==> config.mk <==
export PLATFORM = sky130hd
export DESIGN_NAME = rcv_outbuf
export DESIGN_NICKNAME = d
export VERILOG_FILES = /design/src/rtl/relief_convolution_3x3_top_defines.svh /design/src/rtl/rcv_pkg.sv /design/src/rtl/rcv_outbuf.sv
export SDC_FILE = /design/constraint.sdc
export NUM_CORES = 1
export LEC_CHECK = 0
export BUFFER_PORTS_ARGS = -buffer_cell sky130_fd_sc_hd__buf_4
export CAP_MARGIN = 20
export CORE_UTILIZATION = 25
export CTS_CLUSTER_SIZE = 20
export DETAILED_ROUTE_END_ITERATION = 8
export PLACE_DENSITY = 0.55
export SYNTH_ARGS = -nofsm -noshare
export SYNTH_HDL_FRONTEND = slang
export SYNTH_SLANG_ARGS = --single-unit
==> constraint.sdc <==
create_clock -name clk -period 4.3 [get_ports clk]
set_input_delay 0.43 -clock clk [delete_from_list [all_inputs] [get_ports clk]]
set_output_delay 0.43 -clock clk [all_outputs]
set_load 0.05 [all_outputs]
==> src/rtl/relief_convolution_3x3_top_defines.svh <==
// assertion macros for the relief convolution block
// used by relief_convolution_3x3_top; expects clk and rst_n in scope
`ifndef RELIEF_CONVOLUTION_3X3_TOP_DEFINES_SVH
`define RELIEF_CONVOLUTION_3X3_TOP_DEFINES_SVH

// same-cycle implication
`define RCV_ASSERT_NOW(label, ante, cons, msg) \
  label: assert property (@(posedge clk) disable iff (!rst_n) (ante) |-> (cons)) \
    else $error(msg);

// next-cycle implication
`define RCV_ASSERT_NEXT(label, ante, cons, msg) \
  label: assert property (@(posedge clk) disable iff (!rst_n) (ante) |=> (cons)) \
    else $error(msg);

`endif

==> src/rtl/rcv_pkg.sv <==
// shared types and constants for the relief convolution block
// no dependencies
`default_nettype none
package rcv_pkg;

  localparam int MAX_WIDTH   = 4096;
  localparam int COL_W       = $clog2(MAX_WIDTH);
  localparam int PIX_W       = 8;
  localparam int WIDTH_W     = 13;
  localparam int HEIGHT_W    = 16;
  localparam int CFG_W       = 16;
  localparam int SUM_W       = 11;
  localparam int RECIP_W     = 10;
  localparam int PROD_W      = SUM_W + RECIP_W;

  localparam logic [WIDTH_W-1:0]  WIDTH_RST  = 13'd640;
  localparam logic [HEIGHT_W-1:0] HEIGHT_RST = 16'd480;
  localparam logic [WIDTH_W-1:0]  WIDTH_MIN  = 13'd3;
  localparam logic [WIDTH_W-1:0]  WIDTH_MAX  = 13'd4096;
  localparam logic [HEIGHT_W-1:0] HEIGHT_MIN = 16'd3;

  // kernel offset and divide-by-6 as multiply by 683 / 4096 (exact below 2048)
  localparam logic [SUM_W-1:0]   KERNEL_OFFSET = 11'd765;
  localparam logic [RECIP_W-1:0] DIV6_RECIP    = 10'd683;
  localparam int                 DIV6_SHIFT    = 12;

  typedef enum logic [0:0] {
    CFG_IMAGE_WIDTH  = 1'b0,
    CFG_IMAGE_HEIGHT = 1'b1
  } cfg_idx_t;

  // one item sitting in the input stage
  typedef struct packed {
    logic             pix;       // pixel: shift window, write line buffers
    logic             emit;      // gives at least one result
    logic             interior;  // first result is a kernel value
    logic             extra;     // row end: trailing border zero follows
    logic             fend;      // final output of the frame
    logic [PIX_W-1:0] px;
    logic [COL_W-1:0] col;
  } item_t;

  typedef struct packed {
    logic [PIX_W-1:0] value;
    logic             last;
    logic             fend;
  } res_t;

endpackage
`default_nettype wire

==> src/rtl/rcv_outbuf.sv <==
// output register with one pending slot for the row-end border zero
// depends on rcv_pkg
`default_nettype none
module rcv_outbuf
  import rcv_pkg::*;
(
  input  wire logic             clk,
  input  wire logic             rst_n,
  input  wire logic             push,
  input  wire res_t             first,
  input  wire logic             second,
  output      logic             room,
  output      logic             pend,
  output      logic             out_tvalid,
  input  wire logic             out_tready,
  output      logic [PIX_W-1:0] out_value,
  output      logic             out_last,
  output      logic             out_fend
);

  logic out_valid_r, out_valid_nxt;
  logic pend_r, pend_nxt;
  res_t res_r, res_nxt;
  logic slot_free;

  assign slot_free = !out_valid_r || out_tready;
  assign room      = slot_free && !pend_r;
  assign pend      = pend_r;

  always_comb begin
    out_valid_nxt = out_valid_r;
    pend_nxt      = pend_r;
    res_nxt       = res_r;
    if (slot_free) begin
      if (pend_r) begin
        res_nxt       = '{value: '0, last: 1'b1, fend: 1'b0};
        out_valid_nxt = 1'b1;
        pend_nxt      = 1'b0;
      end else if (push) begin
        res_nxt       = first;
        out_valid_nxt = 1'b1;
        pend_nxt      = second;
      end else begin
        out_valid_nxt = 1'b0;
      end
    end
  end

  always_ff @(posedge clk) begin
    if (!rst_n) begin
      out_valid_r <= 1'b0;
      pend_r      <= 1'b0;
    end else begin
      out_valid_r <= out_valid_nxt;
      pend_r      <= pend_nxt;
    end
  end

  always_ff @(posedge clk) begin
    res_r <= res_nxt;
  end

  assign out_tvalid = out_valid_r;
  assign out_value  = res_r.value;
  assign out_last   = res_r.last;
  assign out_fend   = res_r.fend;

endmodule
`default_nettype wire

Word level (Yosys, flattened, before mapping)
Index checks and enable logic that the tools add are counted.
{"block": "totals", "reg_bits": 12, "in_bits": 15, "out_inout_bits": 13, "word_cells": 16}
{"block": "op_classes", "mux": 5, "n_reduce_logical": 6}
{"op": "$mux W10", "count": 1}
{"op": "$mux W1", "count": 4}
{"op": "$logic_not A1 Y1", "count": 2}
{"op": "$reduce_and A2 Y1", "count": 1}
{"op": "$reduce_bool A2 Y1", "count": 1}
{"op": "$logic_and A1 B1 Y1", "count": 1}
{"op": "$logic_or A1 B1 Y1", "count": 1}

Depth between registers and ports, before layout
{"block": "depth", "ltp_word": 3, "mapped_depth": 3, "ltp_nobuf": 2}

Worst setup path before layout
Ideal clock, no wire load.
{"block": "synth_timing", "path_kind": "reg-to-output", "startpoint": "register pend_r, in the netlist pend", "endpoint": "output room", "t_arrival_ps": 1390, "t_required_ps": 3870, "setup_slack_ps": 2480, "path_stages_with_launch": 3, "path_buffers": 1, "path_cell_list": "dfxtp_1 > buf_6 > nor2_1"}
{"block": "synth_between", "elab_chain_len": 2}
{"element": "start: declaration", "line_no": "rcv_outbuf.sv:22", "source": "logic pend_r, pend_nxt;"}
{"element": "start signal: assignment", "line_no": "rcv_outbuf.sv:55", "source": "pend_r <= pend_nxt;"}
{"element": "$logic_not A1 Y1", "line_no": "rcv_outbuf.sv:27", "source": "assign room = slot_free && !pend_r;"}
{"element": "$logic_and A1 B1 Y1", "line_no": "rcv_outbuf.sv:27"}
{"element": "end: declaration", "line_no": "rcv_outbuf.sv:12", "source": "output logic room,"}
Every way passes these cells.

Worst setup path after layout
{"block": "layout_timing", "startpoint": "register pend_r, in the netlist pend", "endpoint": "register res_r (netlist bit out_value[7]) (enable)"}
{"block": "layout_between", "elab_chain_len": 2}
{"element": "$reduce_bool A2 Y1 (no source line)"}
{"element": "$reduce_and A2 Y1 (no source line)"}
{"element": "end signal: assignment", "line_no": "rcv_outbuf.sv:60", "source": "res_r <= res_nxt;"}
{"element": "end: declaration", "line_no": "rcv_outbuf.sv:23", "source": "res_t res_r, res_nxt;"}
Every way passes these cells.
A chain may end at the register's enable or synchronous reset.

==> flow_summary.yaml <==
logic_synthesis:
  syn_nets: 46
  synth_top_family_by_area: "simple AND/OR/NAND/NOR gates"
  ys_types: 12
  synth_xor_area_share_pct: 0
  ys_ff_latch: 12
  ys_seq_area_share_pct: 72.7
  syn_avg_cell_area_um2: 15.1
  synthesis.area_um2: 468
  ys_warn_count: 0
  synth_compound_area_share_pct: 1.87
  yosys.area_share.adder_pct: 0
  synthSimpleGateAreaFrac_pct: 20.9
  synthCells: 31
  muxShareOfSynthArea_pct: 2.14
layout:
  fin_util_pct: 41.1
  layout_common_cells: "buf_4, edfxtp_1, nor2b_1, nor2_1, clkbuf_4"
  mostFrequentLayoutCell: "buf_4"
  drive_above_1_share_pct: 50.8
  synthToLayoutAreaGrowth_pct: 53.2
  design_area_um2: 717
  nNetsFinal: 77
  insertedDiodeCount: 0
clocking:
  postCtsHoldBufs: 0
  clk_latency_ps: 270
  cts_tree: "built"
  root_buffer: "clkbuf_4"
  clk_pin_slew_ps: 70
  cts.sinks: 12
  cts_made_buffers: 3
  cts_buffer_depth: 2
  cts_htree_levels: 1
  post_cts_resized: 0
  postCtsSetupRepairBufs: 0
critical_path:
  arrival_ps: 1610
  critPathKind: "register to register"
  regToRegStartpoint: "pend"
  start_kind: "register"
  startpoint: "pend"
  cp-end-kind: "register"
  required_ps: 4200
  path_max_fanout: 16
floorplan:
  dieArea_um2: 2050
  core_region_area_um2: 1750
  pin_count: 28
  start_util_pct: 26.8
  row_count: 15
  die_h_um: 45.3
  die_x_um: 45.3
sta:
  fin_crit_sh_pct: 39.8
  hold_violations: 0
  clock.fmax_ghz: 0.585
  rsz0062_at_grt: "no"
  layout_setup_ws_ps: 2590
  setup_tns_ps: 0
  worst_pin_slew_ps: 789
  fin_skew_ps: 6.05
  fin_crit_ps: 1710
  final-setup-viol-count: 0
  max_slew_margin_pct: 47.2
  drv_slew: 0
flow_run:
  max-cap-violations: 0
place:
  hpwlAfterDp_um: 675
  dpl-instance-area_um2: 691
  gp_congestion: 0.555
  place.port_buffers: 27
  dp_slack_ps: 2560
power_and_ir_drop:
  power_w: 0.000278
  p_per_area_nw_per_um2: 388
  ir_drop_mv: 0.116
  leakagePower_nw: 0.306
outcome:
  status: "finished, final reports clean"
global_route:
  grt_use_total_pct: 9.92
  antenna_found_initial: 0
  grt_pass1_vias: 298
  grt_overflow_total: 0
  grt_pass1_wl_mm: 1.28
  grt_max_degree: 17
worst_hold_path:
  hold_path_class: "input port to register"
  min_from: "rst_n"
routing:
  dr_total_vias: 334
  ant_nets: 0
  drt_iter0_drc: 4
  vias_per_cell: 3.88
  dr.pass1.iters: 4
  route.detailed.drc: 0
  wire_per_inst_um: 10.4
  drt_wl_total_um: 894
==> registers in the layout (all words and copies together) (netlist names) <==
name	cells
out_fend	1
pend	1
out_tvalid	1
out_last	1
out_value	8
==> synth_stat cells <==
cell      number  area share [%]
nor2b_2        1             1.9
nand4b_1       1             1.9
mux2i_1        1             2.1
buf_6          1             2.4
dfxtp_1        2             8.6
or2_1          1             1.3
nor2b_1        7             9.4
and2b_1        2             3.2
o31a_1         1             1.9
edfxtp_1      10              64
nor2_1         3             2.4
nand2_1        1            0.80
==> kinds of logic after synthesis <==
| family | after synthesis |
|---|---|
| flip-flops | 12 |
| AND/OR/NAND/NOR | 16 |
| AO/OA/AOI/OAI | 1 |
| buffers and inverters | 1 |
| multiplexers | 1 |
==> layout make-up <==
class,count,area [µm²]
clock buffers,3,22.5
clock inverters,1,3.75
fillers,174,1030
multi-input cells,18,116
flip-flops and latches,12,340
well taps,25,31.3
repair buffers,27,203
==> report_power, final <==
part           internal [W]  switching, W
clock             0.0000335     0.0000353
sequential         0.000137    0.00000384
combinational     0.0000244     0.0000441
==> critical path, cell delays in order, from the launching register on <==
cell and delay, ps:
dfxtp_1 610, nor2_1 100, nor2_1 630
==> metal layers <==
| metal | wire length [µm] | up-vias | global-route usage (%) |
|---|---|---|---|
| li1 | - | 167 | - |
| met1 | 364 | 145 | 10.4 |
| met2 | 426 | 22 | 14.2 |
| met3 | 103 | 0 | 5.20 |
| met4 | 0 | 0 | 9.09 |
| met5 | 0 | - | 0 |
==> stage by stage <==
| step | instances | hold WS, ps |
|---|---|---|
| 4_1_cts | 86 | 386 |
| 6_report | 86 | 398 |
| 3_5_place_dp | 82 | 630 |
| 5_1_grt | 86 | 388 |
| 3_3_place_gp | 82 | 625 |
| 2_1_floorplan | 31 | 558 |
==> path summary, 6_finish.rpt <==
kind                   to  slack, ps  depth (start not counted)
min reg2reg          pend        640                          2
min            out_tvalid        400                          2
max reg2reg  out_value[7]       2590                          2
max          out_value[7]       2590                          2
(Power assumes the default switching activity.)
