`src/rtl/relief_convolution_3x3_top_defines.svh`:
```
// assertion macros for the relief convolution block
// used by relief_convolution_3x3_top; expects clk and rst_n in scope
`ifndef RELIEF_CONVOLUTION_3X3_TOP_DEFINES_SVH
`define RELIEF_CONVOLUTION_3X3_TOP_DEFINES_SVH

// same-cycle implication
`define RCV_ASSERT_NOW(label, ante, cons, msg) \
  label: assert property (@(posedge clk) disable iff (!rst_n) (ante) |-> (cons)) \
    else $error(msg);

// next-cycle implication
`define RCV_ASSERT_NEXT(label, ante, cons, msg) \
  label: assert property (@(posedge clk) disable iff (!rst_n) (ante) |=> (cons)) \
    else $error(msg);

`endif

```
`src/rtl/rcv_pkg.sv`:
```
// shared types and constants for the relief convolution block
// no dependencies
`default_nettype none
package rcv_pkg;

  localparam int MAX_WIDTH   = 4096;
  localparam int COL_W       = $clog2(MAX_WIDTH);
  localparam int PIX_W       = 8;
  localparam int WIDTH_W     = 13;
  localparam int HEIGHT_W    = 16;
  localparam int CFG_W       = 16;
  localparam int SUM_W       = 11;
  localparam int RECIP_W     = 10;
  localparam int PROD_W      = SUM_W + RECIP_W;

  localparam logic [WIDTH_W-1:0]  WIDTH_RST  = 13'd640;
  localparam logic [HEIGHT_W-1:0] HEIGHT_RST = 16'd480;
  localparam logic [WIDTH_W-1:0]  WIDTH_MIN  = 13'd3;
  localparam logic [WIDTH_W-1:0]  WIDTH_MAX  = 13'd4096;
  localparam logic [HEIGHT_W-1:0] HEIGHT_MIN = 16'd3;

  // kernel offset and divide-by-6 as multiply by 683 / 4096 (exact below 2048)
  localparam logic [SUM_W-1:0]   KERNEL_OFFSET = 11'd765;
  localparam logic [RECIP_W-1:0] DIV6_RECIP    = 10'd683;
  localparam int                 DIV6_SHIFT    = 12;

  typedef enum logic [0:0] {
    CFG_IMAGE_WIDTH  = 1'b0,
    CFG_IMAGE_HEIGHT = 1'b1
  } cfg_idx_t;

  // one item sitting in the input stage
  typedef struct packed {
    logic             pix;       // pixel: shift window, write line buffers
    logic             emit;      // gives at least one result
    logic             interior;  // first result is a kernel value
    logic             extra;     // row end: trailing border zero follows
    logic             fend;      // final output of the frame
    logic [PIX_W-1:0] px;
    logic [COL_W-1:0] col;
  } item_t;

  typedef struct packed {
    logic [PIX_W-1:0] value;
    logic             last;
    logic             fend;
  } res_t;

endpackage
`default_nettype wire

```
`src/rtl/rcv_kernel.sv`:
```
// 3x3 window registers and the emboss arithmetic
// depends on rcv_pkg
`default_nettype none
module rcv_kernel
  import rcv_pkg::*;
(
  input  wire logic             clk,
  input  wire logic             upd,
  input  wire item_t            a_item,
  input  wire logic [PIX_W-1:0] rd_older,
  input  wire logic [PIX_W-1:0] rd_newer,
  output      logic [PIX_W-1:0] value
);

  // only the taps needed for the next shift are kept:
  // top row cols 1,2, middle row cols 1,2, bottom row col 2
  logic [PIX_W-1:0]  win1_r, win2_r, win4_r, win5_r, win8_r;
  logic [SUM_W-1:0]  sum;
  logic [PROD_W-1:0] prod;

  always_ff @(posedge clk) begin
    if (upd) begin
      win1_r <= win2_r;
      win2_r <= rd_older;
      win4_r <= win5_r;
      win5_r <= rd_newer;
      win8_r <= a_item.px;
    end
  end

  // after the shift: nw=win1, n=win2, w=win4, e=rd_newer, s=win8, se=px
  // offset keeps the sum non-negative, max 1530
  assign sum = KERNEL_OFFSET
             + SUM_W'(rd_newer) + SUM_W'(win8_r) + SUM_W'(a_item.px)
             - SUM_W'(win1_r) - SUM_W'(win2_r) - SUM_W'(win4_r);

  assign prod = PROD_W'(sum) * PROD_W'(DIV6_RECIP);

  // quotient never exceeds 255, so no upper clamp is needed
  assign value = a_item.interior ? PIX_W'(prod >> DIV6_SHIFT) : '0;

endmodule
`default_nettype wire

```
`config.mk`:
```
export PLATFORM = sky130hd
export DESIGN_NAME = rcv_kernel
export DESIGN_NICKNAME = d
export VERILOG_FILES = /design/src/rtl/relief_convolution_3x3_top_defines.svh /design/src/rtl/rcv_pkg.sv /design/src/rtl/rcv_kernel.sv
export SDC_FILE = /design/constraint.sdc
export NUM_CORES = 1
export LEC_CHECK = 0
export ABC_AREA = 1
export BUFFER_PORTS_ARGS = -buffer_cell sky130_fd_sc_hd__buf_2
export CAP_MARGIN = 20
export CORE_MARGIN = 2
export CORE_UTILIZATION = 45
export DETAILED_ROUTE_END_ITERATION = 12
export GPL_TIMING_DRIVEN = 0
export HOLD_SLACK_MARGIN = 0.08
export PLACE_DENSITY = 0.63
export SKIP_CTS_REPAIR_TIMING = 1
export SLEW_MARGIN = 40
export SYNTH_ARGS = -nofsm -noshare
export SYNTH_HDL_FRONTEND = slang
export SYNTH_SLANG_ARGS = --single-unit
```
`constraint.sdc`:
```
create_clock -name clk -period 8.6 [get_ports clk]
set_input_delay 0.43 -clock clk [delete_from_list [all_inputs] [get_ports clk]]
set_output_delay 0.43 -clock clk [all_outputs]
set_load 0.02 [all_outputs]
```
======== Word-level counts from Yosys, hierarchy flattened ========
Cells that the tools add are included.
word-level totals
  bits in registers ....................... 40
  bits of input ports ..................... 43
cells by class
  add/sub/neg operators ................... 6
  muxes and demuxes ....................... 1
  multipliers ............................. 1
operators by type and width
  kind                                                                   number
  11-bit by 8-bit subtractor with 11-bit output                          3
  11-bit by 8-bit adder with 11-bit output                               2
  11-bit by 10-bit multiplier with 20-bit output, second input constant  1
  10-bit by 8-bit adder with 11-bit output, first input constant         1
  8-bit 2-to-1 mux                                                       1

======== Logic depth before layout (Yosys ltp) ========
  depth after elaboration ................. 8
  gate-level depth with buffers ........... 36

======== Worst setup path after synthesis ========
No wires, ideal clock.
  path type ............................... input-to-output
  from .................................... input port a_item[16] (netlist name)
  to ...................................... output port value[7]
  stages on the path ...................... 36
  slack ................................... 1.589 ns
  buffers on the path ..................... 0
  arrival ................................. 6.581 ns
  cell sequence ........................... inv_1 -> fa_1 -> inv_1 -> fa_1 -> inv_1 -> fa_1 -> inv_1 -> ha_1 -> nand2_1 -> nand2_1 -> nand2_1 -> nand3b_1 -> nand2_1 -> nand2_1 -> nand2_1 -> nand2_2 -> inv_1 -> nand2_1 -> nand2_1 -> ha_1 -> ha_1 -> fa_1 -> inv_1 -> fa_1 -> fa_1 -> inv_1 -> ha_1 -> a21oi_1 -> inv_1 -> nor2_2 -> nand2_1 -> nand2_1 -> nand3_1 -> nand2_1 -> nand2_1 -> nor2_1
on the way
  word-level cells in the longest chain between the ends .. 6
ends and longest elaborated chain
  what                                                         line              text
  start, declared                                              rcv_kernel.sv:9   input wire item_t a_item,
  11-bit by 8-bit adder with 11-bit output                     rcv_kernel.sv:34  + SUM_W'(rd_newer) + SUM_W'(win8_r) + SUM_W'(a_item.px)
  11-bit by 8-bit subtractor with 11-bit output (3 in series)  rcv_kernel.sv:35  - SUM_W'(win1_r) - SUM_W'(win2_r) - SUM_W'(win4_r);
  11-bit by 10-bit multiplier with 20-bit output               rcv_kernel.sv:37  assign prod = PROD_W'(sum) * PROD_W'(DIV6_RECIP);
  8-bit 2-to-1 mux                                             rcv_kernel.sv:40  assign value = a_item.interior ? PIX_W'(prod >> DIV6_SHIFT) : '0;
  end, declared                                                rcv_kernel.sv:12  output logic [PIX_W-1:0] value
Every way passes these cells.

======== Final worst setup path ========
  from .................................... register win2_r[2]
  to ...................................... output port value[7]
on the way
  word-level cells in the longest chain between the ends .. 4
ends and longest elaborated chain
  what                                                         line              text
  start, declared                                              rcv_kernel.sv:17  logic [PIX_W-1:0] win1_r, win2_r, win4_r, win5_r, win8_r;
  start signal, assigned                                       rcv_kernel.sv:24  win2_r <= rd_older;
  11-bit by 8-bit subtractor with 11-bit output (2 in series)  rcv_kernel.sv:35
  11-bit by 10-bit multiplier with 20-bit output               rcv_kernel.sv:37
  8-bit 2-to-1 mux                                             rcv_kernel.sv:40
Every way passes these cells.

==> out/metrics.cfg <==
[run_status]
outcome = completed

[synth]
synthSimpleGateAreaFrac_pct = 12.7
synthAdderAreaFrac_pct = 42.9
ys_ff_latch = 40
synth_top_family_by_area = adder cells
yosysUniqueCellTypes = 27
synth_top_cell_by_area = edfxtp_1
synth_top_cell_area_share_pct = 26.1
ys_top_cells_by_area = edfxtp_1 26%, fa_1 24%, ha_1 19%
netlist_area_mm2 = 0.00459
synth_mux_area_share_pct = 0
ys_warn_count = 0
syn_nets = 663
synth-edff-count = 40
synth-xor-area-share_pct = 1.88
synth_most_common_cell = inv_1
synth-compound-area-share_pct = 3.89
syn_avg_cell_area_um2 = 9.26
synthFlopType = edfxtp_1
ys_seq_area_share_pct = 26.1
syn-instance-count = 496
async_flop_share_pct = 0
synth_common_cells = 151 x inv_1, 82 x nand2_1, 68 x ha_1

[grt]
grt.total_usage_pct = 14.8
grt_overflow = 0
antenna_found_initial = 0
grt_pass1_vias = 3064
grt_max_degree = 41
grt_pass1_wl_um = 13300

[worst_setup_path]
slowest_delay_ns = 0.53
rrSetupSlack_ns = 7.92
endpoint_kind = output port
crit_fanout = 4
slowest_stage = fa_1
critPathKind = reg2out
critPathArrivalTime_ns = 7.27
required_ns = 8.17
start_kind = register

[floorplanning]
die-area_mm2 = 0.0110
core_area_mm2 = 0.00986
die_h_um = 105
start_util_pct = 46.6
ioPinCount = 51
dieWidth_um = 105
rows = 36

[drt]
final_antenna_net_count = 0
viasPerCell = 4.56
wire_per_inst_um = 11.4
drc = 0
wirelength_um = 7650
via_count = 3049
first_pass_iters = 4
drt_iter0_markers = 86

[cts]
htreeDepth = 2
clkLatencyLatePin_ns = 0.29
cts_tree = yes
cts_made_buffers = 5
ctsLongestPathBuffers = 2
path_clk_slew_ns = 0.08
cts.sink_count = 40
clockRootBuffer = clkbuf_8

[timing]
period_minus_slack_ns = 7.70
fin_crit_sh_pct = 89.6
drv_slew = 0
worst_pin_slew_ns = 0.651
relSlewSlack_pct = 56.3
setup_tns_ns = 0
max_freq_mhz = 130
fin_skew_ns = 0.00360
setup_viol = 0
finalHoldViolCount = 0
rsz0062_at_grt = false

[finish]
syn2layout_area_growth_pct = 9.04
drive_above_1_share_pct = 9.33
nFillCells = 940
antenna_cells = 0
final_nets = 703

[hold_path]
hold_path.class = in2reg

[placement]
dp_hpwl_um = 6810
gp_congestion = 0.892
port_buffers = 33

[run]
cap_violations = 0

final cells by class:
cell class | instances | area (um2) | area share [%]
Sequential cell | 40 | 1200 | 24.0
Clock inverter | 2 | 12.5 | 0.250
Tap cell | 133 | 166 | 3.32
Buffer | 1 | 5.00 | 0.0999
Timing Repair Buffer | 33 | 168 | 3.35
Inverter | 151 | 567 | 11.3
Clock buffer | 5 | 68.8 | 1.37
Multi-Input combinational cell | 304 | 2820 | 56.3
final timing paths:
path | from | to | cells past startpoint
worst max register to register | win2_r[7] | win1_r[7] | 0
worst min-delay path | rd_older[1] | win2_r[1] | 1
worst min register to register | win5_r[5] | win4_r[5] | 0
worst max-delay path | win2_r[2] | value[7] | 30
per-layer routing:
layer | track usage (%) | up-vias | part of all wire (%)
li1 | - | 1594 | -
met1 | 19.7 | 1402 | 47
met2 | 26.1 | 45 | 49
met3 | 1.87 | 8 | 2.8
met4 | 3.05 | 0 | 1.3
met5 | 0 | - | 0
kinds of logic (layout without fill, tap and decap cells):
group / Yosys count / after routing
adders and majority gates: 124 / 124
xor gates and xnor gates: 9 / 9
buffers and inverters: 152 / 192
and+or+nand+nor: 138 / 138
AOI/OAI and AO/OA: 33 / 33
DFF: 40 / 40
through the flow:
| stage | std cells | cell area, um2 | setup slack [ns] | hold slack (ns) | utilization [%] |
|---|---|---|---|---|---|
| floorplan | 496 | 4590 | 1.59 | 0.400 | - |
| global placement | 662 | 4930 | 1.06 | 0.401 | 49.9 |
| detailed placement | 662 | 4930 | 0.999 | 0.406 | 49.9 |
| CTS | 669 | 5010 | 0.774 | 0.299 | 50.8 |
| global route | 669 | 5010 | 0.392 | 0.301 | 50.8 |
| finish | 669 | 5010 | 0.896 | 0.312 | 50.8 |
registers in the layout, indices dropped and copies added, names as in the netlist:
signal	cells
win1_r	8
win2_r	8
win4_r	8
win5_r	8
win8_r	8
critical path, delay by kind of cell (launching register included):
kind	cells	cell delay, ns
xor+xnor	1	0.45
simple gates	12	1.03
flops	1	0.39
buf+inv	6	0.45
fa+ha+maj	11	4.66
layout by cell type (no fill, tap or decap), drive strengths merged:
cell and count:
a22oi 1, a31oi 3, nand3 13, ha 68
and2 1, edfxtp 40, nand2 86, xor2 6
a21oi 19, o21ai 7, buf 34, nor3 2
clkbuf 5, o21bai 2, fa 56, inv 151
a21o 1, nor2 29, nand3b 2, clkinvlp 1
nor4 1, xnor2 3, nand4 4, clkinv 1
Power is not shown: default switching activity piles up to over one toggle a cycle in this logic, so the estimate is an artifact.
