==> src/rtl/relief_convolution_3x3_top_defines.svh <==
// assertion macros for the relief convolution block
// used by relief_convolution_3x3_top; expects clk and rst_n in scope
`ifndef RELIEF_CONVOLUTION_3X3_TOP_DEFINES_SVH
`define RELIEF_CONVOLUTION_3X3_TOP_DEFINES_SVH

// same-cycle implication
`define RCV_ASSERT_NOW(label, ante, cons, msg) \
  label: assert property (@(posedge clk) disable iff (!rst_n) (ante) |-> (cons)) \
    else $error(msg);

// next-cycle implication
`define RCV_ASSERT_NEXT(label, ante, cons, msg) \
  label: assert property (@(posedge clk) disable iff (!rst_n) (ante) |=> (cons)) \
    else $error(msg);

`endif

==> src/rtl/rcv_pkg.sv <==
// shared types and constants for the relief convolution block
// no dependencies
`default_nettype none
package rcv_pkg;

  localparam int MAX_WIDTH   = 4096;
  localparam int COL_W       = $clog2(MAX_WIDTH);
  localparam int PIX_W       = 8;
  localparam int WIDTH_W     = 13;
  localparam int HEIGHT_W    = 16;
  localparam int CFG_W       = 16;
  localparam int SUM_W       = 11;
  localparam int RECIP_W     = 10;
  localparam int PROD_W      = SUM_W + RECIP_W;

  localparam logic [WIDTH_W-1:0]  WIDTH_RST  = 13'd640;
  localparam logic [HEIGHT_W-1:0] HEIGHT_RST = 16'd480;
  localparam logic [WIDTH_W-1:0]  WIDTH_MIN  = 13'd3;
  localparam logic [WIDTH_W-1:0]  WIDTH_MAX  = 13'd4096;
  localparam logic [HEIGHT_W-1:0] HEIGHT_MIN = 16'd3;

  // kernel offset and divide-by-6 as multiply by 683 / 4096 (exact below 2048)
  localparam logic [SUM_W-1:0]   KERNEL_OFFSET = 11'd765;
  localparam logic [RECIP_W-1:0] DIV6_RECIP    = 10'd683;
  localparam int                 DIV6_SHIFT    = 12;

  typedef enum logic [0:0] {
    CFG_IMAGE_WIDTH  = 1'b0,
    CFG_IMAGE_HEIGHT = 1'b1
  } cfg_idx_t;

  // one item sitting in the input stage
  typedef struct packed {
    logic             pix;       // pixel: shift window, write line buffers
    logic             emit;      // gives at least one result
    logic             interior;  // first result is a kernel value
    logic             extra;     // row end: trailing border zero follows
    logic             fend;      // final output of the frame
    logic [PIX_W-1:0] px;
    logic [COL_W-1:0] col;
  } item_t;

  typedef struct packed {
    logic [PIX_W-1:0] value;
    logic             last;
    logic             fend;
  } res_t;

endpackage
`default_nettype wire

==> src/rtl/rcv_ctrl.sv <==
// config registers, raster counters and the input stage register
// depends on rcv_pkg
`default_nettype none
module rcv_ctrl
  import rcv_pkg::*;
(
  input  wire logic                clk,
  input  wire logic                rst_n,
  input  wire logic                cfg_we,
  input  wire logic [0:0]          cfg_index,
  input  wire logic [CFG_W-1:0]    cfg_wdata,
  input  wire logic                in_tvalid,
  output      logic                in_tready,
  input  wire logic [PIX_W-1:0]    in_pixel,
  input  wire logic                in_drain,
  input  wire logic                a_go,
  output      logic                a_valid,
  output      item_t               a_item,
  output      logic                rd_en,
  output      logic [COL_W-1:0]    rd_addr
);

  logic [WIDTH_W-1:0]  width_r, width_nxt;
  logic [HEIGHT_W-1:0] height_r, height_nxt;
  logic [COL_W-1:0]    col_r, col_nxt;
  logic [HEIGHT_W-1:0] row_r, row_nxt;
  logic [COL_W-1:0]    drn_r, drn_nxt;
  logic                a_valid_r, a_valid_nxt;
  item_t               a_item_r, a_item_nxt;

  logic [WIDTH_W-1:0]  w_eff;
  logic [COL_W-1:0]    w_last;
  logic [HEIGHT_W-1:0] h_eff;
  logic                in_drain_phase;
  logic                in_fire;
  logic                take_pix;
  logic                take_drn;

  always_comb begin
    if (width_r < WIDTH_MIN) begin
      w_eff = WIDTH_MIN;
    end else if (width_r > WIDTH_MAX) begin
      w_eff = WIDTH_MAX;
    end else begin
      w_eff = width_r;
    end
    h_eff = (height_r < HEIGHT_MIN) ? HEIGHT_MIN : height_r;
  end

  assign w_last         = COL_W'(w_eff - 13'd1);
  assign in_drain_phase = (row_r == h_eff);
  assign in_tready      = !a_valid_r || a_go;
  assign in_fire        = in_tvalid && in_tready;
  // items that give nothing are taken and dropped here
  assign take_pix       = in_fire && !in_drain && !in_drain_phase;
  assign take_drn       = in_fire && in_drain && in_drain_phase;
  assign rd_en          = take_pix;
  assign rd_addr        = col_r;
  assign a_valid        = a_valid_r;
  assign a_item         = a_item_r;

  always_comb begin
    width_nxt   = width_r;
    height_nxt  = height_r;
    col_nxt     = col_r;
    row_nxt     = row_r;
    drn_nxt     = drn_r;
    a_item_nxt  = a_item_r;
    a_valid_nxt = a_valid_r;

    if (in_fire) begin
      a_valid_nxt = take_pix || take_drn;
    end else if (a_go) begin
      a_valid_nxt = 1'b0;
    end

    if (take_pix) begin
      a_item_nxt.pix      = 1'b1;
      a_item_nxt.emit     = (row_r != '0) && (col_r != '0);
      a_item_nxt.interior = (row_r >= 16'd2) && (col_r >= 12'd2);
      a_item_nxt.extra    = (col_r == w_last);
      a_item_nxt.fend     = 1'b0;
      a_item_nxt.px       = in_pixel;
      a_item_nxt.col      = col_r;
      if (col_r == w_last) begin
        col_nxt = '0;
        row_nxt = row_r + 16'd1;
      end else begin
        col_nxt = col_r + 12'd1;
      end
    end else if (take_drn) begin
      a_item_nxt.pix      = 1'b0;
      a_item_nxt.emit     = 1'b1;
      a_item_nxt.interior = 1'b0;
      a_item_nxt.extra    = 1'b0;
      a_item_nxt.fend     = (drn_r == w_last);
      a_item_nxt.px       = in_pixel;
      a_item_nxt.col      = col_r;
      if (drn_r == w_last) begin
        col_nxt = '0;
        row_nxt = '0;
        drn_nxt = '0;
      end else begin
        drn_nxt = drn_r + 12'd1;
      end
    end

    // any register write restarts the frame
    if (cfg_we) begin
      case (cfg_idx_t'(cfg_index))
        CFG_IMAGE_WIDTH:  width_nxt  = cfg_wdata[WIDTH_W-1:0];
        CFG_IMAGE_HEIGHT: height_nxt = cfg_wdata[HEIGHT_W-1:0];
        default:          width_nxt  = width_r;
      endcase
      col_nxt = '0;
      row_nxt = '0;
      drn_nxt = '0;
    end
  end

  always_ff @(posedge clk) begin
    if (!rst_n) begin
      width_r   <= WIDTH_RST;
      height_r  <= HEIGHT_RST;
      col_r     <= '0;
      row_r     <= '0;
      drn_r     <= '0;
      a_valid_r <= 1'b0;
    end else begin
      width_r   <= width_nxt;
      height_r  <= height_nxt;
      col_r     <= col_nxt;
      row_r     <= row_nxt;
      drn_r     <= drn_nxt;
      a_valid_r <= a_valid_nxt;
    end
  end

  always_ff @(posedge clk) begin
    a_item_r <= a_item_nxt;
  end

endmodule
`default_nettype wire

==> config.mk <==
export PLATFORM = sky130hd
export DESIGN_NAME = rcv_ctrl
export DESIGN_NICKNAME = d
export VERILOG_FILES = /design/src/rtl/relief_convolution_3x3_top_defines.svh /design/src/rtl/rcv_pkg.sv /design/src/rtl/rcv_ctrl.sv
export SDC_FILE = /design/constraint.sdc
export NUM_CORES = 1
export LEC_CHECK = 0
export ABC_CLOCK_PERIOD_IN_PS = 4000
export BUFFER_PORTS_ARGS = -buffer_cell sky130_fd_sc_hd__buf_2
export CAP_MARGIN = 20
export CORE_MARGIN = 2
export CORE_UTILIZATION = 50
export CTS_BUF_LIST = sky130_fd_sc_hd__clkbuf_8
export DETAILED_ROUTE_END_ITERATION = 7
export PLACE_DENSITY = 0.73
export SYNTH_ARGS = -nofsm -noshare
export SYNTH_HDL_FRONTEND = slang
export SYNTH_SLANG_ARGS = --single-unit
==> constraint.sdc <==
create_clock -name clk -period 4 [get_ports clk]
set_clock_uncertainty 0.1 [all_clocks]
set_input_delay 0.2 -clock clk [delete_from_list [all_inputs] [get_ports clk]]
set_output_delay 0.2 -clock clk [all_outputs]
set_load 0.01 [all_outputs]
======== After elaboration in Yosys (flattened, before gate mapping) ========
Index checks and enable logic that the tools add are counted.
storage, ports and cells
  input port bits ......................... 31
  output and inout port bits .............. 40
  flip-flop bits (word level) ............. 95
  word-level logic and storage cells ...... 68
operators by class
  add/sub/neg operators ................... 4
  bitwise gates (word level) .............. 3
  reductions and logical operators ........ 23
  eq/ne operators ......................... 4
  multiplexer cells ....................... 16
  magnitude comparators ................... 5
operators with widths
  cell                     number
  $mux W12                 7
  $mux W16                 5
  $mux W24                 2
  $add A12 B1 Y12 const B  2
  $eq A12 B12 Y1           2
  $add A16 B1 Y16 const B  1
  $eq A16 B16 Y1           1
  $ge A16 B2 Y1 const B    1
  $lt A16 B2 Y1 const B    1
  $reduce_bool A16 Y1      1
  $gt A13 B13 Y1 const B   1
  $lt A13 B2 Y1 const B    1
  $ge A12 B2 Y1 const B    1
  $reduce_bool A12 Y1      1
  $sub A12 B1 Y12 const B  1
  $reduce_and A2 Y1        4
  $logic_and A1 B1 Y1      7
  $reduce_bool A2 Y1       3
  $logic_not A1 Y1         3
  $not A1 Y1               3
  $reduce_and A3 Y1        1
  $logic_or A1 B1 Y1       2
  $mux W1                  2
  $ne A2 B1 Y1 const B     1
  $reduce_or A2 Y1         1

======== Longest topological paths before layout ========
Gate-level depths: netlist (run 1).
  depth in word-level cells ............... 8
  mapped depth ............................ 18
  mapped depth without buffers ............ 12

======== Worst setup path after synthesis (run 1) ========
OpenSTA, ideal clock, no wires.
  kind .................................... flip-flop to flip-flop
  from .................................... reg width_r[10]
  to ...................................... reg col_r[5], in the netlist rd_addr[5]
  clock period less this slack ............ 3.938 ns
  path slack .............................. 0.062 ns
  library setup time ...................... 0.074 ns
  cell stages (with the launch flop) ...... 17
  arrival time ............................ 3.764 ns
  buffers on the path ..................... 4
  data required time ...................... 3.826 ns
  cells stage by stage .................... dfxtp_1 -> buf_4 -> or4_1 -> buf_2 -> nor3_1 -> o21ai_1 -> ha_1 -> buf_2 -> and3b_1 -> mux2_2 -> or4_4 -> nand4b_4 -> nor3_2 -> and3_1 -> buf_2 -> or3_1 -> a31oi_1
on the way
  cells in the longest elaborated chain, start to end .. 7
  elaborated cells between the ends (all ways) .. 11
  those cells by class .................... 1 x add/sub; 2 x order compare; 2 x eq/ne; 4 x mux; 2 x reduce/logical
RTL lines
  element                                         line                            source
  from (decl)                                     rcv_ctrl.sv:23                  logic [WIDTH_W-1:0] width_r, width_nxt;
  from (signal assigned)                          rcv_ctrl.sv:130                 width_r <= width_nxt;
  $gt A13 B13 Y1                                  rcv_ctrl.sv:42                  end else if (width_r > WIDTH_MAX) begin
  $mux W12                                        rcv_ctrl.sv:42
  $mux W12 *                                      rcv_ctrl.sv:40                  if (width_r < WIDTH_MIN) begin
  $sub A12 B1 Y12 *                               rcv_ctrl.sv:50                  assign w_last = COL_W'(w_eff - 13'd1);
  $eq A12 B12 Y1 (on tied branches)               rcv_ctrl.sv:85, rcv_ctrl.sv:99
  $mux W12 or $reduce_bool A2 Y1 (tied branches)  --
  $mux W12 or $reduce_and A2 Y1 (tied branches)   --
  to (signal assigned)                            rcv_ctrl.sv:132                 col_r <= col_nxt;
  to (decl)                                       rcv_ctrl.sv:25                  logic [COL_W-1:0] col_r, col_nxt;
Every way passes the cells marked *; elsewhere a longest branch is shown, timed or not.
A chain may end at the register's enable or synchronous reset.

======== Worst setup path after layout (run 1) ========
  from .................................... reg width_r[10]
  to ...................................... reg row_r[9]
on the way
  cells in the longest elaborated chain, start to end .. 7
  elaborated cells between the ends (all ways) .. 10
  those cells by class .................... 1 x add/sub; 2 x order compare; 3 x eq/ne; 2 x mux; 2 x reduce/logical
RTL lines
  element                                                              line                            source
  $gt A13 B13 Y1                                                       rcv_ctrl.sv:42
  $mux W12                                                             rcv_ctrl.sv:42
  $mux W12 *                                                           rcv_ctrl.sv:40
  $sub A12 B1 Y12 *                                                    rcv_ctrl.sv:50
  $eq A12 B12 Y1 (on tied branches)                                    rcv_ctrl.sv:85, rcv_ctrl.sv:99
  $ne A2 B1 Y1 (no source line) or $reduce_bool A2 Y1 (tied branches)  --
  $reduce_and A3 Y1 (no source line) *                                 --
  to (signal assigned)                                                 rcv_ctrl.sv:133                 row_r <= row_nxt;
  to (decl)                                                            rcv_ctrl.sv:26                  logic [HEIGHT_W-1:0] row_r, row_nxt;
Marked as above.

==> run summary, run 1 <==
Antenna violations before repair: 0
Failing checks: DRC
Top post-synthesis cells by area: dfxtp_1, edfxtp_1, nand2_1, xor2_1, a31oi_1
Routability cong.: 1.026
Peak Freq: 0.2579 GHz
Worst path depth: 12
Cell variety after synth: 84
Most common library cells after synthesis: nand2_1, dfxtp_1, nor2_1
First-pass GRT wire length: 28380 um
HPWL Detailed: 12980 um
RR Startpoint: width_r[10]
Drt pass-1 iters: 8
Critical Path Sink Type: flop
Antenna Cells: 0
Cts bufs inserted: 9
Post-synth top flop: dfxtp_1
Initial Utilization: 51.59%
Hold Startpoint: in_pixel[7]
Reg2Reg Setup Slack: 0.12 ns
Crit path launch type: flop
Critical path class: flop to flop
Number of vias per cell: 6.331
Clock share of power: 31.6%
Die width: 113 um
Final nets: 818
Clock sink total: 95
Async SR Flop Fraction: 0%
Hold slack final: 0.002088 ns
Switching share of total power: 31.12%
Status: finished with violations
R2r endpoint: row_r[9]
H-tree Lvls: 3
Worst Hold Class: input port to flop
Int Power: 1.418 mW
Crit path buffers/inverters: 0
I/O Buffers: 70
Iteration-0 DRC Markers: 656
Final setup vio count: 0
Leakage: 2.702 nW
Final core occ: 59.54%
Headroom to the max-slew limit: 44.58%
GR Util All Layers: 28.09%
Vias in the first global route: 5369
Comb pwr share: 18.6%
Share of final-layout standard cells stronger than drive strength 1: 19.13%
Post-route antenna net violation count: 0
Worst-path clk slew: 0.12 ns
Ports: 71
DR WL/cell: 19.26 um
Worst Setup SP: width_r[10]
Row cnt: 39
WP data arrival: 4.04 ns
CTS root buf: clkbuf_8
Largest net degree at the start of global routing: 35
Final Critical Period: 3.877 ns
Flop pwr share: 49.8%
CP cell instances: or4_1, nor3_2, o21ai_0, ha_2, xnor2_1, a221o_1, nor4_1, nand4_1, or4_1, nand4bb_1, o21ai_0, a31oi_1
Placeable Area: 11520 um^2
Mapped Nets: 744
Setup TNS: 0 ns
Worst IR Drop VDD: 0.2401 mV
Sequential share of the synthesized area: 35.89%
DIE HEIGHT: 113 um
Gr ovfl total: 0
Critical Path RT: 4.16 ns
Ys Warns: 0
Max cap viols: 0
FF+latch count, synth: 95
Psw: 0.6404 mW
Crit path capture: row_r[9]
Die area: 12770 um^2
Post-route DRC violation count: 6
Max Root-Sink Buffers: 2
Critical-path top delay cell: or4_1
Number of synthesized flops with an enable pin: 23
Post-synthesis instance total: 705
Critical path's top delay family: simple AND/OR/NAND/NOR gates
Synth Area per Inst: 8.427 um^2
Cell with the most instances after synthesis: nand2_1
Area growth syn-to-layout: 15.42%
Power Density: 300.1 nW/um^2
Max-slew violation count: 0
Worst-case reg-to-reg path depth: 12
Final Hold Viols: 0
Final Cycle Share: 96.94%
CTS tree: done
Yosys top cell by area: dfxtp_1
Synth Cell Area: 5941 um^2
Least-Margin Pin Slew: 0.8250 ns
Synth top area share: 24.26%
Worst Path Max Fanout: 2
Post-Route WL: 17850 um
Vias: 5869
Largest stage delay, worst path: 0.57 ns
Worst-Skew Late Latency: 0.40 ns
==> logic make-up after synthesis <==
group / synth area share, %
simple gates: 29.07
compound gates: 20.11
flops: 35.89
buf+inv: 5.749
xor+xnor: 5.750
mux: 1.748
fa+ha+maj: 1.685
==> worst min path at each step <==
stage                             end  slack, ns  cells after the start
after CTS                  a_item[13]     0.0001                      2
after detailed placement   a_item[20]       0.34                      2
after global routing       a_item[19]      0.007                      2
after floorplan           height_r[8]       0.22                      2
after global placement     a_item[24]       0.33                      1
final                      a_item[19]      0.002                      2
==> cell type report <==
| class | instances | area (um^2) |
|---|---|---|
| multi-input cells | 531 | 3491 |
| clock buffers | 10 | 137.6 |
| fillers | 1010 | 4659 |
| clock inverters | 6 | 61.31 |
| well taps | 143 | 178.9 |
| flip-flops and latches | 95 | 2132 |
| inverters | 22 | 82.58 |
| repair buffers | 120 | 773.2 |
==> placed cells by master (no fill, tap or decap), types with 3 or more instances in the layout <==
cell type and count:
nand3_1 33, nand2b_1 13, nor4_1 28, and3_1 12, o211a_1 3, a21boi_0 25, nor2_1 44, buf_2 70
nor4_2 3, or3_1 17, or4_1 5, o211ai_1 5, nor3_2 3, a31oi_1 31, o2bb2ai_1 3, o22ai_1 6
nor3_1 14, clkbuf_8 10, buf_4 31, mux2i_1 7, nand2_1 86, a211o_1 3, a41oi_1 5, nor2b_1 17
xor2_1 27, dlygate4sd3_1 19, inv_1 22, xnor2_1 11, a21oi_1 16, dfxtp_1 72, edfxtp_1 23, o21ai_1 5
and4_1 3, ha_1 7, o21ai_0 11, nand4_1 13, a21o_1 10, a22oi_1 3
==> flip-flops by register name, indices dropped and copies added, names as in the netlist <==
signal    count
rd_addr      12
drn_r        12
row_r        16
height_r     16
a_item       25
width_r      13
a_valid       1
==> metrics by stage <==
| stage | std cells | power, mW | setup WS (ns) | area (um^2) |
|---|---|---|---|---|
| floorplan | 705 | 1.285 | 0.06154 | 5941 |
| global placement | 892 | 1.396 | 0.1760 | 6446 |
| detailed placement | 892 | 1.401 | 0.01876 | 6446 |
| CTS | 927 | 2.053 | 0.01108 | 6835 |
| global route | 927 | 2.134 | -0.009842 | 6857 |
| finish | 927 | 2.058 | 0.1226 | 6857 |
==> power by group through the flow <==
stage	Combinational (mW)	Clock, mW	Sequential [mW]
after detailed placement	0.354	0	1.05
after CTS	0.369	0.659	1.02
after global placement	0.351	0	1.05
final	0.383	0.651	1.02
after floorplan	0.233	0	1.05
after global routing	0.412	0.695	1.03
==> worst reg2reg max path: cells and delay by family, from the launching register on <==
family / cells / cell delay (ns)
and+or+nand+nor: 6 / 2.09
AOI/OAI and AO/OA: 4 / 0.75
adders and majority gates: 1 / 0.40
DFF: 1 / 0.32
xor gates and xnor gates: 1 / 0.09
==> routing by layer <==
metal	global-route usage (%)	wire [um]
met1	38.10	7606
met2	44.03	8019
met3	5.945	1699
met4	10.89	527
met5	0	0
==> timing repair <==
action / in CTS / in global routing
hold buffers: 19 / 0
endpoints found under the hold margin: 28 / 0
gates resized for setup: 0 / 6
buffers inserted: 0 / 0
endpoints found under the setup margin: 0 / 40
Power figures use the tool's default switching activity.
==> inputs of run 2 (changes only) <==
Settings changed: ABC_AREA set to 1, CAP_MARGIN 20 to 40.
==> run 2 against run 1 <==
Compared with the run above: the run now ends clean; setup slack better by 0.70 ns; sequential share of layout area up 2.7 points; design area down 8.1%; fmax up 22%; sequential power about the same; clock power down 8.0%.
==> run summary, run 2 <==
Switching share of total power: 30.68% (-0.44 points)
Sequential share of the synthesized area: 38.09% (+2.2 points)
Cell with the most instances after synthesis: nand2_1
Vias in the first global route: 4488 (-16%)
Critical Path Sink Type: flop
Critical path's top delay family: simple AND/OR/NAND/NOR gates
Post-route antenna net violation count: 0 (unchanged)
Largest stage delay, worst path: 0.41 ns (-0.16 ns)
Antenna Cells: 0 (unchanged)
Largest register FFs: 25 (unchanged)
Fill count: 1041 (+3.1%)
Status: completed
Placeable Area: 10890 um^2 (-5.5%)
Area growth syn-to-layout: 12.61%
Critical path class: flop to flop
Hold Path End: height_r[13]
Worst Hold Class: input port to flop
Vias: 5307 (-9.6%)
Commonest non-fill, non-tap cell in the layout: nand2_1
DP Cell Count: 996 (+12%)
Post CTS Setup Buffer Count: 0 (unchanged)
Reg2Reg Setup Slack: 0.82 ns (+0.70 ns)
Clock share of power: 30.6% (-1.0 points)
Peak Freq: 0.3147 GHz (+22%)
Headroom to the max-slew limit: 55.17% (+11 points)
Crit path buffers/inverters: 1 (+1)
WP data arrival: 3.33 ns (-0.71 ns)
Yosys top cell by area: dfxtp_1
Post-route DRC violation count: 0 (-6)
RR Startpoint: width_r[6]
Final nets: 918 (+12%)
Worst IR Drop VDD: 0.1805 mV (-25%)
Power Density: 310.7 nW/um^2 (+3.5%)
CTS root buf: clkbuf_8
I/O Buffers: 70 (unchanged)
Clock sink total: 95 (unchanged)
Comb pwr share: 16.5% (-2.1 points)
DIE HEIGHT: 109.8 um (-2.8%)
Max-slew violation count: 0 (unchanged)
Flop pwr share: 52.9% (+3.1 points)
Row cnt: 38 (-2.6%)
Number of synthesized flops with an enable pin: 23 (unchanged)
Final Hold Viols: 0 (unchanged)
Crit path launch type: flop
CP cell instances: nor2_1, nand2_1, nor2_1, nand2_1, nand2_1, inv_2, ha_1, xor2_1, a21boi_0, o21ai_0, nor2_1, o21ai_0, nor2_1, nand2_1, nor2_1, nand2_2, nand2_2, nand2_4, nand2_1, a21oi_2
Fin cells: 1024 (+10%)
Ys Warns: 0 (unchanged)
Largest net degree at the start of global routing: 32 (-8.6%)
Initial Utilization: 51.41% (-0.17 points)
Post-synth top flop: dfxtp_1
Number of vias per cell: 5.183 (-18%)
Int Power: 1.358 mW (-4.2%)
Cell variety after synth: 47 (-44%)
R2r endpoint: row_r[9]
Routability cong.: 0.8995 (-12%)
Gr ovfl total: 0 (unchanged)
Post-synthesis instance total: 807 (+14%)
Psw: 0.6008 mW (-6.2%)
Critical-path top delay cell: dfxtp_1
H-tree Lvls: 3 (unchanged)
Die width: 109.8 um (-2.8%)
Setup TNS: 0 ns (unchanged)
CTS tree: done
Hold Crit Depth: 3 (+1)
Worst Path Max Fanout: 15 (+13)
Worst-case reg-to-reg path depth: 20 (+8)
Cts bufs inserted: 9 (unchanged)
DR WL/cell: 13.05 um (-32%)
Max cap viols: 0 (unchanged)
Worst-Skew Late Latency: 0.37 ns (-0.03 ns)
Ports: 71 (unchanged)
HPWL Detailed: 10350 um (-20%)
FF+latch count, synth: 95 (unchanged)
Final core occ: 57.89% (-1.6 points)
Leakage: 2.766 nW (+2.4%)
Mapped Nets: 846 (+14%)
Top post-synthesis cells by area: dfxtp_1, edfxtp_1, nand2_1, nor2_1, nand3_1
Max Root-Sink Buffers: 2 (unchanged)
Die area: 12060 um^2 (-5.6%)
Worst-path clk slew: 0.10 ns (-0.02 ns)
Synth Cell Area: 5598 um^2 (-5.8%)
Critical Path RT: 4.15 ns (about the same)
Post-Route WL: 13360 um (-25%)
First-pass GRT wire length: 21680 um (-24%)
Antenna violations before repair: 0 (unchanged)
Commonest non-fill, non-tap cells in the layout: nand2_1, nor2_1, inv_1
Final setup vio count: 0 (unchanged)
Final Critical Period: 3.178 ns (-0.6998 ns)
Share of final-layout standard cells stronger than drive strength 1: 15.05% (-4.1 points)
Drt pass-1 iters: 6 (-2)
Final Cycle Share: 79.44% (-17 points)
Least-Margin Pin Slew: 0.6638 ns (-0.1612 ns)
RSZ-0062 raised after global routing: false
Hold Startpoint: cfg_wdata[13]
Most common library cells after synthesis: nand2_1, nor2_1, inv_1
Iteration-0 DRC Markers: 379 (-42%)
GR Util All Layers: 23.06% (-5.0 points)
Synth Area per Inst: 6.937 um^2 (-18%)
Async SR Flop Fraction: 0% (unchanged)
Synth top area share: 25.75% (+1.5 points)
-- run 2: cell count changes in the layout (fill, tap and decap cells not counted), moves of 17 or more --
cell      delta
nand2_1     +90
or3_1       -17
a21boi_0    -24
buf_4       -28
nand3_1     +39
nor2_1      +96
inv_1       +72
nor4_1      -23
o21ai_0     +27
a31oi_1     -30
-- run 2: timing repair --
action	CTS	global route
setup endpoints to repair	0	0
hold buffers	12	0
hold endpoints to repair	15	0
resized for setup	0	0
-- run 2: cells by family (layout without fill, tap and decap cells) --
family	Yosys count	count (layout)	share of synthesized area, %
DFF	95	95	38.09
buffers and inverters	124	201	9.253
AOI/OAI and AO/OA	96	96	10.19
muxes	1	1	0.1788
and+or+nand+nor	457	457	36.43
xor gates and xnor gates	26	26	4.068
adders and majority gates	8	8	1.788
-- run 2: per-layer routing --
metal	vias up	global-route usage [%]	share of wire [%]
li1	2747	-	-
met1	2380	34.08	50
met2	171	34.53	43
met3	9	4.031	6.6
met4	0	5.967	1.1
met5	-	0	0
-- run 2: through the flow --
stage                     cell area (um^2)  setup slack, ns  total power, mW  hold slack, ns
after detailed placement              6003           0.8823            1.371          0.3502
after CTS                             6304           0.8430            1.969        0.002538
after global routing                  6304           0.5419            2.054         0.01057
after global placement                6003           0.9372            1.367          0.3491
final                                 6304           0.8224            1.959        0.005153
after floorplan                       5598            1.158            1.292          0.2132
-- run 2: power by group through the flow --
stage | combinational, mW | sequential [mW] | clock [mW]
finish | 0.324 | 1.04 | 0.599
global route | 0.368 | 1.04 | 0.645
CTS | 0.322 | 1.04 | 0.610
detailed placement | 0.312 | 1.06 | 0
global placement | 0.310 | 1.06 | 0
floorplan | 0.233 | 1.06 | 0
-- run 2: worst max path at each step --
stage / startpoint / end / cells after the start / slack [ns]
finish: width_r[6] / row_r[9] / 20 / 0.82
global route: width_r[6] / row_r[1] / 20 / 0.54
CTS: width_r[6] / row_r[3] / 20 / 0.84
detailed placement: width_r[6] / row_r[2] / 20 / 0.88
global placement: width_r[6] / row_r[10] / 20 / 0.94
floorplan: height_r[6] / a_item[9] / 15 / 1.16
-- run 2: worst register-to-register path, delay by kind of cell (launching register included) --
kind / cells / cell delay, ns
AO/OA/AOI/OAI: 4 / 0.40
adder cells (fa/ha/maj): 1 / 0.33
XOR/XNOR: 1 / 0.14
AND/OR/NAND/NOR: 13 / 1.60
flip-flops: 1 / 0.41
buffers and inverters: 1 / 0.09
-- run 2: cell type report --
cell class	count	area [um^2]	share of cell area (%)
sequential	95	2132	33.82
inverter	100	375.4	5.955
clock inverter	7	56.30	0.8932
tap	140	175.2	2.779
timing repair buffer	85	493.0	7.821
multi-input combinational	588	2948	46.76
clock buffer	9	123.9	1.965
